## config.mk

```make
export PLATFORM = sky130hd
export DESIGN_NAME = multi_button_short_long_press_flat
export DESIGN_NICKNAME = d
export VERILOG_FILES = /design/src/rtl/mbslp_pkg.sv /design/src/rtl/mbslp_ifs.sv /design/src/rtl/multi_button_short_long_press.sv /design/src/flat_wrapper.sv
export VERILOG_INCLUDE_DIRS = /design/src /design/src/rtl
export SDC_FILE = /design/constraint.sdc
export NUM_CORES = 1
export LEC_CHECK = 0
export ABC_AREA = 1
export BUFFER_PORTS_ARGS = -buffer_cell sky130_fd_sc_hd__buf_2
export CORE_UTILIZATION = 55
export DETAILED_ROUTE_END_ITERATION = 12
export GPL_ROUTABILITY_DRIVEN = 0
export GPL_TIMING_DRIVEN = 0
export PLACE_DENSITY = 0.75
export SYNTH_ARGS = -nofsm -noshare
export SYNTH_HDL_FRONTEND = slang
export SYNTH_SLANG_ARGS = --single-unit
```

## constraint.sdc

```tcl
create_clock -name i_clk -period 4.7 [get_ports i_clk]
set_input_delay 0.47 -clock i_clk [delete_from_list [all_inputs] [get_ports i_clk]]
set_output_delay 0.47 -clock i_clk [all_outputs]
set_load 0.01 [all_outputs]
```

## src/rtl/multi_button_short_long_press_macros.svh

```systemverilog
// Assertion macros for the short/long button press detector.
// Included by the files that carry concurrent assertions; no other dependency.
`ifndef MULTI_BUTTON_SHORT_LONG_PRESS_MACROS_SVH
`define MULTI_BUTTON_SHORT_LONG_PRESS_MACROS_SVH

// same-cycle implication, checked out of reset
`define MBSLP_ASSERT_NOW(label, clk, rst_n, ante, cons, msg) \
    label: assert property (@(posedge clk) disable iff (!(rst_n)) (ante) |-> (cons)) \
        else $error(msg);

// next-cycle implication, checked out of reset
`define MBSLP_ASSERT_NEXT(label, clk, rst_n, ante, cons, msg) \
    label: assert property (@(posedge clk) disable iff (!(rst_n)) (ante) |=> (cons)) \
        else $error(msg);

`endif

```

## src/rtl/mbslp_pkg.sv

```systemverilog
// Package for the short/long button press detector: sizes, codes, types.
// No dependencies; used by the channel interfaces and the top level.
package mbslp_pkg;

    localparam int NUM_BUTTONS  = 4;
    localparam int TIME_BITS    = 32;
    localparam int BTN_W        = 2;
    localparam int CODE_W       = 6;
    localparam int TABLE_W      = NUM_BUTTONS * CODE_W;
    localparam int MS_W         = 16;
    localparam int CFG_IDX_W    = 3;
    localparam int CFG_DATA_W   = 24;

    localparam logic [MS_W-1:0]        LONG_PRESS_RST = MS_W'(1000);
    localparam logic [MS_W-1:0]        MIN_PRESS_RST  = MS_W'(10);
    localparam logic [BTN_W-1:0]       MENU_DOWN_RST  = BTN_W'(0);
    localparam logic [BTN_W-1:0]       MENU_UP_RST    = BTN_W'(1);

    localparam logic [1:0] KIND_NONE  = 2'd0;
    localparam logic [1:0] KIND_SHORT = 2'd1;
    localparam logic [1:0] KIND_LONG  = 2'd2;

    localparam logic [1:0] FORCE_SHORT = 2'd1;
    localparam logic [1:0] FORCE_LONG  = 2'd2;

    localparam logic [2:0] MENU_NONE    = 3'd0;
    localparam logic [2:0] MENU_NEXT    = 3'd1;
    localparam logic [2:0] MENU_PREV    = 3'd2;
    localparam logic [2:0] MENU_SELECT  = 3'd3;
    localparam logic [2:0] MENU_REFRESH = 3'd4;

    typedef enum logic [CFG_IDX_W-1:0] {
        CFG_LONG_PRESS,
        CFG_MIN_PRESS,
        CFG_REPEAT_MASK,
        CFG_SHORT_TABLE,
        CFG_LONG_TABLE,
        CFG_MENU_DOWN,
        CFG_MENU_UP
    } t_cfg_idx;

    typedef struct packed {
        logic [TIME_BITS-1:0] start_time;
        logic                 last_level;
        logic                 fire_enabled;
    } t_entry;

    typedef struct packed {
        logic [BTN_W-1:0]     button_index;
        logic                 level;
        logic [1:0]           forced_result;
        logic [TIME_BITS-1:0] now_ms;
        logic                 menu_mode;
    } t_item;

    function automatic logic [CODE_W-1:0] table_code(input logic [TABLE_W-1:0] tbl,
                                                     input logic [BTN_W-1:0] b);
        return tbl[CODE_W*b +: CODE_W];
    endfunction

endpackage

```

## src/rtl/mbslp_ifs.sv

```systemverilog
// Valid/ready channel interfaces for the button press detector:
// sample input, press result output and register write. Uses mbslp_pkg.
interface mbslp_in_if;
    import mbslp_pkg::*;
    logic                 valid;
    logic                 ready;
    logic [BTN_W-1:0]     button_index;
    logic                 level;
    logic [1:0]           forced_result;
    logic [TIME_BITS-1:0] now_ms;
    logic                 menu_mode;
    modport source (output valid, button_index, level, forced_result, now_ms, menu_mode,
                    input ready);
    modport sink (input valid, button_index, level, forced_result, now_ms, menu_mode,
                  output ready);
endinterface

interface mbslp_out_if;
    import mbslp_pkg::*;
    logic              valid;
    logic              ready;
    logic [1:0]        press_kind;
    logic [CODE_W-1:0] action_code;
    logic              to_menu;
    logic [2:0]        menu_command;
    modport source (output valid, press_kind, action_code, to_menu, menu_command,
                    input ready);
    modport sink (input valid, press_kind, action_code, to_menu, menu_command,
                  output ready);
endinterface

interface mbslp_cfg_if;
    import mbslp_pkg::*;
    logic                  valid;
    logic                  ready;
    logic [CFG_IDX_W-1:0]  index;
    logic [CFG_DATA_W-1:0] data;
    modport source (output valid, index, data, input ready);
    modport sink (input valid, index, data, output ready);
endinterface

```

## src/rtl/multi_button_short_long_press.sv

```systemverilog
// Short/long press detector for four buttons, per-button state in a small RAM.
// Depends on mbslp_pkg, the channel interfaces in mbslp_ifs.sv and the macro header.
//
// Channels: i_in takes one button sample per item (button, level, forced
// result, millisecond time, menu mode). o_out gives exactly one result item
// per sample, in order: press kind, table action code or menu command.
// i_cfg writes the seven registers by index; it is always ready, and should
// only be written while no sample is in flight.
// Path: a sample is registered with its state RAM read into stage 1, then
// into the result register on o_out. Throughput: one sample per cycle while
// o_out is not stalled, set by the read-modify-write of the state RAM, with
// forwarding of the write data when the next sample hits the same button.
// Reset: registers return to their defaults and the per-button valid bits
// clear, so every button reads as start time 0, pressed, firing disabled.
// No clearing pass is needed.
// Stall: while o_out is held, the result register and the RAM stage hold and
// i_in.ready drops once both are full; nothing is dropped or repeated.
module multi_button_short_long_press (
    input  logic         i_clk,
    input  logic         i_rst_n,
    mbslp_in_if.sink     i_in,
    mbslp_out_if.source  o_out,
    mbslp_cfg_if.sink    i_cfg
);
    import mbslp_pkg::*;

    logic [MS_W-1:0]        r_long_press_ms;
    logic [MS_W-1:0]        r_min_press_ms;
    logic [NUM_BUTTONS-1:0] r_repeat_mask;
    logic [TABLE_W-1:0]     r_short_table;
    logic [TABLE_W-1:0]     r_long_table;
    logic [BTN_W-1:0]       r_menu_down;
    logic [BTN_W-1:0]       r_menu_up;

    t_entry                 r_mem [NUM_BUTTONS];
    logic [NUM_BUTTONS-1:0] r_vld;

    logic                   r_s1_valid;
    t_item                  r_s1;
    t_entry                 r_rd;

    logic                   r_out_valid;
    logic [1:0]             r_out_kind;
    logic [CODE_W-1:0]      r_out_code;
    logic                   r_out_menu;
    logic [2:0]             r_out_cmd;

    logic                   s1_adv;
    logic                   in_ready;
    logic                   in_acc;
    logic                   wr_en;
    logic                   upd;
    t_entry                 n_ent;
    logic [1:0]             n_kind;
    logic [CODE_W-1:0]      n_code;
    logic                   n_menu;
    logic [2:0]             n_cmd;
    logic [TIME_BITS-1:0]   held;
    logic                   rep;
    logic                   held_gt_long;
    logic                   held_lt_long;
    logic                   held_gt_min;

    assign s1_adv   = !r_out_valid || o_out.ready;
    assign in_ready = !r_s1_valid || s1_adv;
    assign in_acc   = i_in.valid && in_ready;
    assign i_in.ready  = in_ready;
    assign i_cfg.ready = 1'b1;

    assign o_out.valid        = r_out_valid;
    assign o_out.press_kind   = r_out_kind;
    assign o_out.action_code  = r_out_code;
    assign o_out.to_menu      = r_out_menu;
    assign o_out.menu_command = r_out_cmd;

    always_ff @(posedge i_clk) begin
        if (!i_rst_n) begin
            r_long_press_ms <= LONG_PRESS_RST;
            r_min_press_ms  <= MIN_PRESS_RST;
            r_repeat_mask   <= '0;
            r_short_table   <= '0;
            r_long_table    <= '0;
            r_menu_down     <= MENU_DOWN_RST;
            r_menu_up       <= MENU_UP_RST;
        end else if (i_cfg.valid) begin
            case (t_cfg_idx'(i_cfg.index))
                CFG_LONG_PRESS:  r_long_press_ms <= i_cfg.data[MS_W-1:0];
                CFG_MIN_PRESS:   r_min_press_ms  <= i_cfg.data[MS_W-1:0];
                CFG_REPEAT_MASK: r_repeat_mask   <= i_cfg.data[NUM_BUTTONS-1:0];
                CFG_SHORT_TABLE: r_short_table   <= i_cfg.data[TABLE_W-1:0];
                CFG_LONG_TABLE:  r_long_table    <= i_cfg.data[TABLE_W-1:0];
                CFG_MENU_DOWN:   r_menu_down     <= i_cfg.data[BTN_W-1:0];
                CFG_MENU_UP:     r_menu_up       <= i_cfg.data[BTN_W-1:0];
                default: ;
            endcase
        end
    end

    always_comb begin
        held         = r_s1.now_ms - r_rd.start_time;
        rep          = r_repeat_mask[r_s1.button_index];
        held_gt_long = held > TIME_BITS'(r_long_press_ms);
        held_lt_long = held < TIME_BITS'(r_long_press_ms);
        held_gt_min  = held > TIME_BITS'(r_min_press_ms);
        n_ent        = r_rd;
        n_kind       = KIND_NONE;
        upd          = 1'b0;
        if (r_s1.forced_result == FORCE_SHORT || r_s1.forced_result == FORCE_LONG) begin
            n_kind = r_s1.forced_result;
        end else begin
            upd = 1'b1;
            if (!r_s1.level) begin
                if (r_rd.last_level) begin
                    n_ent.start_time = r_s1.now_ms;
                end else if (held_gt_long && (r_rd.fire_enabled || rep)) begin
                    n_ent.fire_enabled = 1'b0;
                    n_kind = KIND_LONG;
                end
            end else if (!r_rd.last_level && held_gt_min && held_lt_long
                         && r_rd.fire_enabled) begin
                n_ent.fire_enabled = 1'b0;
                n_kind = KIND_SHORT;
            end else begin
                n_ent.fire_enabled = 1'b1;
            end
            n_ent.last_level = r_s1.level;
        end

        n_code = '0;
        n_menu = 1'b0;
        n_cmd  = MENU_NONE;
        if (n_kind != KIND_NONE) begin
            if (r_s1.menu_mode) begin
                n_menu = 1'b1;
                if (n_kind == KIND_LONG) begin
                    n_cmd = MENU_SELECT;
                end else if (r_s1.button_index == r_menu_down) begin
                    n_cmd = MENU_NEXT;
                end else if (r_s1.button_index == r_menu_up) begin
                    n_cmd = MENU_PREV;
                end else begin
                    n_cmd = MENU_REFRESH;
                end
            end else begin
                n_code = table_code((n_kind == KIND_LONG) ? r_long_table : r_short_table,
                                    r_s1.button_index);
            end
        end
    end

    assign wr_en = r_s1_valid && s1_adv && upd;

    always_ff @(posedge i_clk) begin
        if (wr_en) begin
            r_mem[r_s1.button_index] <= n_ent;
        end
        if (in_acc) begin
            r_s1.button_index  <= i_in.button_index;
            r_s1.level         <= i_in.level;
            r_s1.forced_result <= i_in.forced_result;
            r_s1.now_ms        <= i_in.now_ms;
            r_s1.menu_mode     <= i_in.menu_mode;
            if (wr_en && r_s1.button_index == i_in.button_index) begin
                r_rd <= n_ent;
            end else if (r_vld[i_in.button_index]) begin
                r_rd <= r_mem[i_in.button_index];
            end else begin
                r_rd <= '0;
            end
        end
        if (s1_adv && r_s1_valid) begin
            r_out_kind <= n_kind;
            r_out_code <= n_code;
            r_out_menu <= n_menu;
            r_out_cmd  <= n_cmd;
        end
    end

    always_ff @(posedge i_clk) begin
        if (!i_rst_n) begin
            r_vld       <= '0;
            r_s1_valid  <= 1'b0;
            r_out_valid <= 1'b0;
        end else begin
            if (wr_en) begin
                r_vld[r_s1.button_index] <= 1'b1;
            end
            if (in_ready) begin
                r_s1_valid <= i_in.valid;
            end
            if (s1_adv) begin
                r_out_valid <= r_s1_valid;
            end
        end
    end

`include "multi_button_short_long_press_macros.svh"

    `MBSLP_ASSERT_NOW(a_none_is_blank, i_clk, i_rst_n, r_out_valid && r_out_kind == KIND_NONE, r_out_code == '0 && !r_out_menu && r_out_cmd == MENU_NONE, "press-free result carries data")
    `MBSLP_ASSERT_NOW(a_menu_has_cmd, i_clk, i_rst_n, r_out_valid && r_out_menu, r_out_code == '0 && r_out_cmd != MENU_NONE, "menu result malformed")
    `MBSLP_ASSERT_NOW(a_forced_no_write, i_clk, i_rst_n, r_s1_valid && (r_s1.forced_result == FORCE_SHORT || r_s1.forced_result == FORCE_LONG), !wr_en, "forced sample wrote state")
    `MBSLP_ASSERT_NEXT(a_write_sets_valid, i_clk, i_rst_n, wr_en, r_vld[$past(r_s1.button_index)], "written entry not marked valid")
    `MBSLP_ASSERT_NEXT(a_stall_holds_result, i_clk, i_rst_n, r_out_valid && !o_out.ready, r_out_valid && $stable(r_out_kind) && $stable(r_out_cmd), "stalled result changed")

endmodule
```

## src/flat_wrapper.sv

```systemverilog
// flat-port wrapper written by rule: the top's interface ports become plain ports
module multi_button_short_long_press_flat import mbslp_pkg::*;
  (i_clk, i_rst_n, i_in_valid, i_in_button_index, i_in_level, i_in_forced_result, i_in_now_ms, i_in_menu_mode, i_in_ready, o_out_valid, o_out_press_kind, o_out_action_code, o_out_to_menu, o_out_menu_command, o_out_ready, i_cfg_valid, i_cfg_index, i_cfg_data, i_cfg_ready);
  mbslp_in_if i_in_i ();
  mbslp_out_if o_out_i ();
  mbslp_cfg_if i_cfg_i ();
  input  logic i_clk;
  input  logic i_rst_n;
  input wire logic [$bits(i_in_i.valid)-1:0] i_in_valid;
  input wire logic [$bits(i_in_i.button_index)-1:0] i_in_button_index;
  input wire logic [$bits(i_in_i.level)-1:0] i_in_level;
  input wire logic [$bits(i_in_i.forced_result)-1:0] i_in_forced_result;
  input wire logic [$bits(i_in_i.now_ms)-1:0] i_in_now_ms;
  input wire logic [$bits(i_in_i.menu_mode)-1:0] i_in_menu_mode;
  output wire logic [$bits(i_in_i.ready)-1:0] i_in_ready;
  output wire logic [$bits(o_out_i.valid)-1:0] o_out_valid;
  output wire logic [$bits(o_out_i.press_kind)-1:0] o_out_press_kind;
  output wire logic [$bits(o_out_i.action_code)-1:0] o_out_action_code;
  output wire logic [$bits(o_out_i.to_menu)-1:0] o_out_to_menu;
  output wire logic [$bits(o_out_i.menu_command)-1:0] o_out_menu_command;
  input wire logic [$bits(o_out_i.ready)-1:0] o_out_ready;
  input wire logic [$bits(i_cfg_i.valid)-1:0] i_cfg_valid;
  input wire logic [$bits(i_cfg_i.index)-1:0] i_cfg_index;
  input wire logic [$bits(i_cfg_i.data)-1:0] i_cfg_data;
  output wire logic [$bits(i_cfg_i.ready)-1:0] i_cfg_ready;
  assign i_in_i.valid = i_in_valid;
  assign i_in_i.button_index = i_in_button_index;
  assign i_in_i.level = i_in_level;
  assign i_in_i.forced_result = i_in_forced_result;
  assign i_in_i.now_ms = i_in_now_ms;
  assign i_in_i.menu_mode = i_in_menu_mode;
  assign i_in_ready = i_in_i.ready;
  assign o_out_valid = o_out_i.valid;
  assign o_out_press_kind = o_out_i.press_kind;
  assign o_out_action_code = o_out_i.action_code;
  assign o_out_to_menu = o_out_i.to_menu;
  assign o_out_menu_command = o_out_i.menu_command;
  assign o_out_i.ready = o_out_ready;
  assign i_cfg_i.valid = i_cfg_valid;
  assign i_cfg_i.index = i_cfg_index;
  assign i_cfg_i.data = i_cfg_data;
  assign i_cfg_ready = i_cfg_i.ready;
  multi_button_short_long_press u_core (.i_clk(i_clk), .i_rst_n(i_rst_n), .i_in(i_in_i), .o_out(o_out_i), .i_cfg(i_cfg_i));
endmodule
```

==> results of run 1 <==
per-layer routing:
layer	track usage	wire length, um	vias to the layer above
met1	0.384	16800	6004
met3	0.0412	3550	96
met2	0.459	18800	587
li1	-	-	6267
met5	0	0	-
met4	0.0982	1140	0
synthesized netlist by cell type, types with 2 or more instances:
| master | count |
|---|---|
| nand2_1 | 458 |
| inv_1 | 274 |
| edfxtp_1 | 220 |
| nand3_1 | 144 |
| a21oi_1 | 139 |
| nor2_1 | 133 |
| dfxtp_1 | 94 |
| o21ai_0 | 89 |
| ha_1 | 63 |
| clkbuf_1 | 60 |
| a32o_1 | 32 |
| xor2_1 | 18 |
| nand2_2 | 12 |
| nand4_1 | 10 |
| o211ai_1 | 10 |
| nor2_2 | 6 |
| and2_1 | 5 |
| inv_2 | 5 |
| nor3_1 | 5 |
| buf_2 | 4 |
| o21a_1 | 4 |
| clkinv_1 | 3 |
| a211oi_1 | 2 |
| a21o_1 | 2 |
| buf_6 | 2 |
| nand3b_1 | 2 |
| nor3_2 | 2 |
| o221ai_1 | 2 |
| o22ai_1 | 2 |
| xnor2_1 | 2 |
logic make-up after synthesis:
logic type / count (synthesis)
buffers and inverters: 350
adders and majority gates: 64
AOI/OAI and AO/OA: 289
and+or+nand+nor: 787
xor gates and xnor gates: 20
muxes: 1
other: 1
DFF: 314
where the power goes:
part           switching (W)  total, W  leakage (nW)  internal [W]
Combinational       0.000744   0.00111          4.37      0.000365
Sequential         0.0000375   0.00312          2.84       0.00308
Clock                0.00107   0.00252         0.508       0.00145
Total                0.00185   0.00675          7.71       0.00490
placed cells by master (no fill, tap or decap), types with 2 or more instances in the layout:
cell type,n
clkinv_2,3
and2_1,5
a32o_1,32
a21o_1,2
o21a_1,4
ha_1,63
nand2_1,458
nor2_2,6
xor2_1,18
nor3_1,5
o221ai_1,2
buf_6,2
xnor2_1,2
nand4_1,10
buf_2,86
a211oi_1,2
nor2_4,2
inv_1,270
o211ai_1,10
clkinv_1,6
clkbuf_1,70
dfxtp_1,94
inv_2,8
clkbuf_16,35
o22ai_1,2
nand2_2,12
nand3b_1,2
nor2_1,132
o21ai_0,89
nor3_2,2
nand3_1,144
a21oi_1,139
clkinv_4,3
edfxtp_1,220
through the flow:
step | hold WS (ns) | instances | power [W] | util
global placement | 0.439 | 2286 | 0.00421 | 0.596
floorplan | 0.430 | 1826 | 0.00392 | -
CTS | 0.117 | 2346 | 0.00675 | 0.635
detailed placement | 0.443 | 2288 | 0.00425 | 0.598
finish | 0.126 | 2346 | 0.00675 | 0.635
global route | 0.116 | 2346 | 0.00701 | 0.635
state kept, by name (all words and copies together), names as in the netlist, 4 cells and up:
register and cells:
u_core.o_out.action_code 6, u_core.r_vld 4, u_core.r_long_table 24, u_core.r_long_press_ms 16, u_core.r_short_table 24, u_core.r_repeat_mask 4
u_core.r_s1 38, u_core.r_rd 34, u_core.r_mem 136, u_core.r_min_press_ms 16
layout make-up:
| type | count | area (sq um) | share of cell area |
|---|---|---|---|
| sequential | 314 | 8490 | 0.477 |
| timing repair buffer | 84 | 458 | 0.0257 |
| buffer | 68 | 279 | 0.0157 |
| tap | 378 | 473 | 0.0266 |
| clock buffer | 46 | 927 | 0.0521 |
| multi-input combinational | 1162 | 6000 | 0.337 |
| inverter | 282 | 1060 | 0.0596 |
| clock inverter | 12 | 111 | 0.00626 |
worst min path at each step:
stage,start,to,cells after the start
2_1_floorplan,u_core.r_long_table[10]$_SDFFE_PN0P_,u_core.r_long_table[10]$_SDFFE_PN0P_,2
3_3_place_gp,u_core.r_long_table[5]$_SDFFE_PN0P_,u_core.r_long_table[5]$_SDFFE_PN0P_,2
3_5_place_dp,u_core.r_long_table[5]$_SDFFE_PN0P_,u_core.r_long_table[5]$_SDFFE_PN0P_,2
4_1_cts,i_in_now_ms[16],u_core.r_s1[17]$_DFFE_PP_,1
5_1_grt,i_in_now_ms[29],u_core.r_s1[30]$_DFFE_PP_,1
6_report,i_in_now_ms[13],u_core.r_s1[14]$_DFFE_PP_,1
==> summary.txt, run 1 <==
Timing
  – Setup Skew: around 0.015 ns
  – Slew HR: 0.225
  – Slew Viols, Final: 0
  – Worst-Margin Slew: approximately 1.2 ns
  – Final min period: between 4 and 5 ns
  – Setup WS post-layout: 0.423 ns
  – Sum Neg Setup Slack: 0 ns
  – Final setup viols: 0
  – RSZ-0062 raised after global routing: false
  – Crit share post-route: 0.910
  – Fmax: around 0.23 GHz
  – Final number of hold-violating endpoints: 0

Clock tree
  – Post-CTS resize count: 0
  – Sink Count: between 300 and 400
  – CTS tree: built
  – H-Tree Depth: 2
  – CTS Buf Count: 34
  – Total setup buffers inserted after CTS: 0
  – Clk buf depth: 3
  – Post-CTS Hold Buffers: 0
  – Skew-Pair Late Insertion Delay: ~0.52 ns
  – Clk slew on worst S/H paths: about 0.060 ns
  – Clock root cell: clkbuf_16

Placement
  – DP Area: roughly 17,000 sq um
  – HPWL Detailed: about 30,000 um
  – Dpl ws: roughly 0.52 ns
  – PortBufs: just over 80

Finish
  – # nets final: about 2,100
  – Fillers: 2,378
  – Antenna cell count: 0
  – Layout Area Growth over Synthesis: 12.5%
  – Final instance area: ~18,000 sq um
  – Share of cells above drive strength 1: 0.0899

Floorplan
  – Vert. Die Dim: between 150 and 200 um
  – Initial Util: 0.565
  – IO Count: 85
  – Die area: just under 30,000 sq um
  – Die Wd: 172 um
  – Core Area: approximately 28,000 sq um
  – Std-Cell Rows: between 60 and 70

Detailed routing
  – Routed len/inst: around 17 um
  – Detailed Routing Iterations Pass 1: 6
  – Vias: about 13,000
  – Final wirelength: ~40,000 um
  – Routed Antenna Nets: 0
  – Vias/cell: 5.52
  – Iter 0 DRT Violations: 1,261
  – DRC Markers: 0

Logic synthesis
  – Synth Cell Area: around 16,000 sq um
  – Mux cell area share after synthesis: 0.000712
  – Simple logic cell fraction of the synthesized area: 0.209
  – Sequential area share after synthesis: 0.537
  – Count of cell types in the netlist: 52
  – Adder-cell share of the synthesized area: 0.0511
  – Main synth FF type: edfxtp_1
  – XOR/XNOR Fraction of Synth Area: 0.0111
  – Top cell type's share of synthesized area: 0.418
  – Synthesized instance count: roughly 1,800
  – Post-synth EDFFs: 220
  – Largest family of logic cells by synthesized area: simple AND/OR/NAND/NOR gates
  – Yosys top cell by area: edfxtp_1
  – Synthesis Warnings: 0
  – Mean Syn Cell Area: 8.66 sq um
  – FFs w/ async S/R, synth: 0
  – Synth Net Count: around 2,000
  – Synth Register Bits: 314
  – Area contributors post-synth: edfxtp_1 (42%), dfxtp_1 (12%), nand2_1 (11%), inv_1 (6.5%), ha_1 (5.0%)
  – Compound-Gate Fraction of Synth Area: 0.107

Critical path
  – Crit Path Max Fanout: 10
  – Reg2reg path depth: 23
  – Largest delay share family, worst path: simple AND/OR/NAND/NOR gates
  – CP Capture Type: flop
  – Worst setup startpoint: u_core.r_rd[2]$_DFFE_PP_
  – Worst EP required: between 4 and 5 ns
  – Critical Path Stages: 23
  – Reg2reg start: u_core.r_rd[2]$_DFFE_PP_
  – Crit-path slowest cell: fa_1
  – Reg2reg end: u_core.o_out.action_code[2]$_SDFFCE_PP0P_
  – CP Launch Type: flop
  – Worst EP arrival: about 4.5 ns
  – WS Path Type: flop to flop
  – Worst-path cell chain: ha_1 > fa_1 > inv_1 > nand3_1 > nand3_1 > nand2_1 > nand3b_2 > xor2_1 > ha_1 > nand4_1 > nor3_1 > a21o_1 > nand2_1 > nand3_2 > nand3_4 > nand2_2 > buf_6 > buf_6 > nand2_2 > nand3_1 > nand2_1 > nor2_1 > nor2_1
  – CP Capture Point: u_core.o_out.action_code[2]$_SDFFCE_PP0P_
  – Worst path bufs/invs: 3
  – Crit path largest cell delay: between 0.4 and 0.5 ns
  – Flop2flop setup slack: 0.42 ns

Job
  – Maxcap violations: 0

Global route
  – First-pass GRT wire length: 63,700 um
  – Vias in the first global route: ~12,000
  – Antenna violations before repair: 0
  – GRT Util Overall: 0.282
  – Global route overflow: 0
  – Pin count of the biggest net entering global routing: 68

Power
  – Leakage: approximately 7.7 nW
  – Peak supply drop: 0.000427 V
  – Power Dens Cells: ~380 nW/um^2

Outcome
  – Outcome: completed

Min path
  – Hold WC Path Type: primary input to flop
Note: power is estimated with default switching activity, not from simulation.
==> run 2: changes to the inputs <==
--- a/config.mk
+++ b/config.mk
@@ -6,13 +6,12 @@
 export SDC_FILE = /design/constraint.sdc
 export NUM_CORES = 1
 export LEC_CHECK = 0
-export ABC_AREA = 1
 export BUFFER_PORTS_ARGS = -buffer_cell sky130_fd_sc_hd__buf_2
-export CORE_UTILIZATION = 55
+export CORE_UTILIZATION = 35
 export DETAILED_ROUTE_END_ITERATION = 12
 export GPL_ROUTABILITY_DRIVEN = 0
 export GPL_TIMING_DRIVEN = 0
-export PLACE_DENSITY = 0.75
+export PLACE_DENSITY = 0.53
 export SYNTH_ARGS = -nofsm -noshare
 export SYNTH_HDL_FRONTEND = slang
 export SYNTH_SLANG_ARGS = --single-unit
==> run 2 against run 1 <==
  * The flow now finishes with violations (negative setup slack)
  * Critical path depth fell by 1
  * Design area rose by 5.7%
  * Final cell count fell by 7.7%
  * Setup slack got worse by 0.56 ns
  * Sequential share of layout area fell by 2.6 points
  * Global-route usage fell by 9.7 points
  * Maximum frequency fell by 12%
  * Wire length rose by 3.0%
  * Combinational power fell by 13%
  * Clock skew rose by 0.015 ns
  * Power rose by 3.5%
  * First-iteration DRC count fell by 47%
  * Largest cell class unchanged
  * Largest power group unchanged
==> summary.txt, run 2 <==
Finish
  – Share of cells above drive strength 1: 0.199
  – Max reg flops: between 100 and 150
  – Most common cell after layout, fill and taps aside: nand2_1
  – Fin util: 0.425
  – Most frequent cells in the layout: nand2_1 (231), edfxtp_1 (220), dfxtp_1 (94), buf_2 (87), a21boi_0 (84)
  – Largest registers: u_core.r_mem: 136 flops, u_core.r_s1: 38 flops, u_core.r_rd: 34 flops
  – Antenna cell count: 0
  – Layout Area Growth over Synthesis: 19.9%
  – Fillers: about 4,300
  – # nets final: 1,680
  – Biggest register: u_core.r_mem
  – Final Non-Filler Cells: approximately 2,200

Detailed routing
  – DRC Markers: 0
  – Routed len/inst: about 19 um
  – Final wirelength: around 41,000 um
  – Iter 0 DRT Violations: 667
  – Detailed Routing Iterations Pass 1: 5
  – Vias/cell: a little over 5
  – Vias: between 10,000 and 15,000
  – Routed Antenna Nets: 0

Outcome
  – Outcome: complete, but fails checks
  – Failing checks: negative setup slack

Logic synthesis
  – Count of cell types in the netlist: 68
  – Simple logic cell fraction of the synthesized area: 0.122
  – Post-synth EDFFs: 220
  – Top-count cell post-synth: nand2_1
  – Synthesis Warnings: 0
  – Synth Register Bits: 314
  – Top cell type's share of synthesized area: 0.421
  – Main synth FF type: edfxtp_1
  – Synth Net Count: 1,532
  – Largest family of logic cells by synthesized area: compound AO/OA/AOI/OAI gates
  – XOR/XNOR Fraction of Synth Area: 0.0190
  – Synth Cell Area: approximately 16,000 sq um
  – Yosys top cell by area: edfxtp_1
  – FFs w/ async S/R, synth: 0
  – Mean Syn Cell Area: around 11 sq um
  – Compound-Gate Fraction of Synth Area: 0.145
  – Synthesized instance count: 1,398
  – Adder-cell share of the synthesized area: 0.0515
  – Area contributors post-synth: edfxtp_1 (42%), dfxtp_1 (12%), nand2_1 (5.6%), mux4_2 (5.2%), ha_1 (5.0%)
  – Mux cell area share after synthesis: 0.0825
  – Sequential area share after synthesis: 0.541
  – Post-synth top cells: nand2_1 (233), edfxtp_1 (220), dfxtp_1 (94)

Clock tree
  – Post-CTS Hold Buffers: 0
  – CTS Buf Count: 37
  – Sink Count: 314
  – CTS tree: built
  – H-Tree Depth: 2
  – Clk slew on worst S/H paths: 0.06 ns
  – Clk buf depth: 3
  – Clock root cell: clkbuf_16
  – Skew-Pair Late Insertion Delay: 0.56 ns

Critical path
  – CP Launch Type: flop
  – WS Path Type: flop to flop
  – Crit path largest cell delay: about 0.45 ns
  – Largest delay share family, worst path: compound AO/OA/AOI/OAI gates
  – Worst path bufs/invs: 3
  – CP Capture Type: flop
  – Worst EP arrival: about 5.2 ns
  – Worst-path cell chain: inv_2 > ha_4 > fa_2 > nor2b_4 > o2111ai_4 > nand2_2 > a31oi_4 > o21bai_2 > xor2_2 > ha_1 > a21o_1 > a21oi_2 > o21ai_1 > a31oi_1 > o21ai_2 > o31a_1 > buf_6 > o31a_1 > buf_6 > a311o_1 > o22a_1 > a31oi_1
  – Crit-path slowest cell: edfxtp_1
  – Crit Path Max Fanout: 5
  – Worst EP required: 5.09 ns

Timing
  – Final number of hold-violating endpoints: 0
  – Fmax: slightly above 0.2 GHz
  – Worst-Margin Slew: roughly 1.1 ns
  – Slew Viols, Final: 0
  – Final min period: approximately 4.8 ns
  – Final setup viols: 6
  – Sum Neg Setup Slack: -0.515 ns
  – RSZ-0062 raised after global routing: true
  – Setup WS post-layout: -0.134 ns
  – Crit share post-route: 1.03
  – Slew HR: 0.284
  – Setup Skew: about 0.030 ns

Placement
  – Dpl cells: between 2,000 and 2,500
  – PortBufs: about 80
  – HPWL Detailed: 29,600 um

Floorplan
  – Die area: 45,700 sq um
  – Std-Cell Rows: 77
  – Vert. Die Dim: roughly 210 um
  – Die Wd: between 200 and 250 um
  – Core Area: between 40,000 and 50,000 sq um
  – Initial Util: 0.355
  – IO Count: between 80 and 90

Global route
  – Pin count of the biggest net entering global routing: 40
  – Vias in the first global route: ~11,000
  – First-pass GRT wire length: around 64,000 um
  – Global route overflow: 0
  – Antenna violations before repair: 0
  – GRT Util Overall: 0.185

Power
  – Leakage: between 6 and 7 nW
  – Power Dens Cells: 372 nW/um^2
  – Peak supply drop: ~0.00022 V

Min path
  – Hold WC Path Type: primary input to flop

Job
  – Maxcap violations: 0
-- run 2: cell types whose count changed after synthesis, sizes merged, moves of 18 or more --
cell and change:
nor2b +22, mux4 +36, nand3 -136, a32o -32, nand2 -238, nor2 -105, inv -197, and3 +18
a21oi -89, and2 +30, a21boi +85, mux2 +34
-- run 2: worst register-to-register path, delay by kind of cell (launching register included) --
family | cells | cell delay [ns]
AOI/OAI and AO/OA | 13 | 2.46
adders and majority gates | 3 | 0.84
DFF | 1 | 0.45
buffers and inverters | 3 | 0.41
and+or+nand+nor | 2 | 0.29
xor gates and xnor gates | 1 | 0.27
-- run 2: cells by family (layout without fill, tap and decap cells) --
kind of cell             Yosys count  count (layout)
XOR/XNOR                          34              34
flip-flops                       314             314
AO/OA/AOI/OAI                    334             334
adder cells (fa/ha/maj)           64              64
AND/OR/NAND/NOR                  417             417
multiplexers                      80              80
other                              1               1
buffers and inverters            154             330
-- run 2: power by group --
group / switching, W / internal, W / total, W
Sequential: 0.0000405 / 0.00305 / 0.00309
Combinational: 0.000575 / 0.000392 / 0.000966
Clock: 0.00114 / 0.00179 / 0.00293
-- run 2: per-stage QoR --
step           hold slack, ns  instance area (sq um)  setup WS [ns]  power [W]
5_1_grt                0.0626                  18800         -0.339    0.00729
6_report               0.0992                  18800         -0.134    0.00699
3_3_place_gp            0.442                  16800         -0.917    0.00399
4_1_cts                0.0622                  18500         -0.115    0.00702
2_1_floorplan           0.435                  15700          0.396    0.00372
3_5_place_dp            0.450                  17000         -0.840    0.00400
-- run 2: final timing paths --
path | slack (ns) | cells past startpoint | end | startpoint
worst max register to register | -0.13 | 22 | u_core.o_out.action_code[2]$_SDFFCE_PP0P_ | u_core.r_s1[1]$_DFFE_PP_
worst min-delay path | 0.1 | 1 | u_core.r_s1[30]$_DFFE_PP_ | i_in_now_ms[29]
worst max-delay path | -0.13 | 22 | u_core.o_out.action_code[2]$_SDFFCE_PP0P_ | u_core.r_s1[1]$_DFFE_PP_
worst min register to register | 0.46 | 1 | u_core.r_vld[2]$_SDFFE_PN0P_ | u_core.r_vld[2]$_SDFFE_PN0P_
-- run 2: metal layers --
metal	routed length, um	GRT usage
met1	19200	0.252
met2	19400	0.298
met3	1770	0.0350
met4	1010	0.0554
met5	0	0
-- run 2: cell type report --
cell class              count  area, sq um  area share
repair buffers            109          691      0.0367
well taps                 592          741      0.0394
clock inverters            17          213      0.0113
clock buffers              50         1020      0.0541
inverters                  82          308      0.0164
multi-input cells         930         7030       0.374
flip-flops and latches    314         8490       0.451
plain buffers              72          328      0.0174
-- run 2: repair_timing --
| item | CTS | global route |
|---|---|---|
| pin swaps | 28 | 33 |
| endpoints found under the setup margin | 14 | 15 |
| resized for setup | 51 | 48 |
| setup buffers | 14 | 5 |
| gates cloned | 1 | 1 |
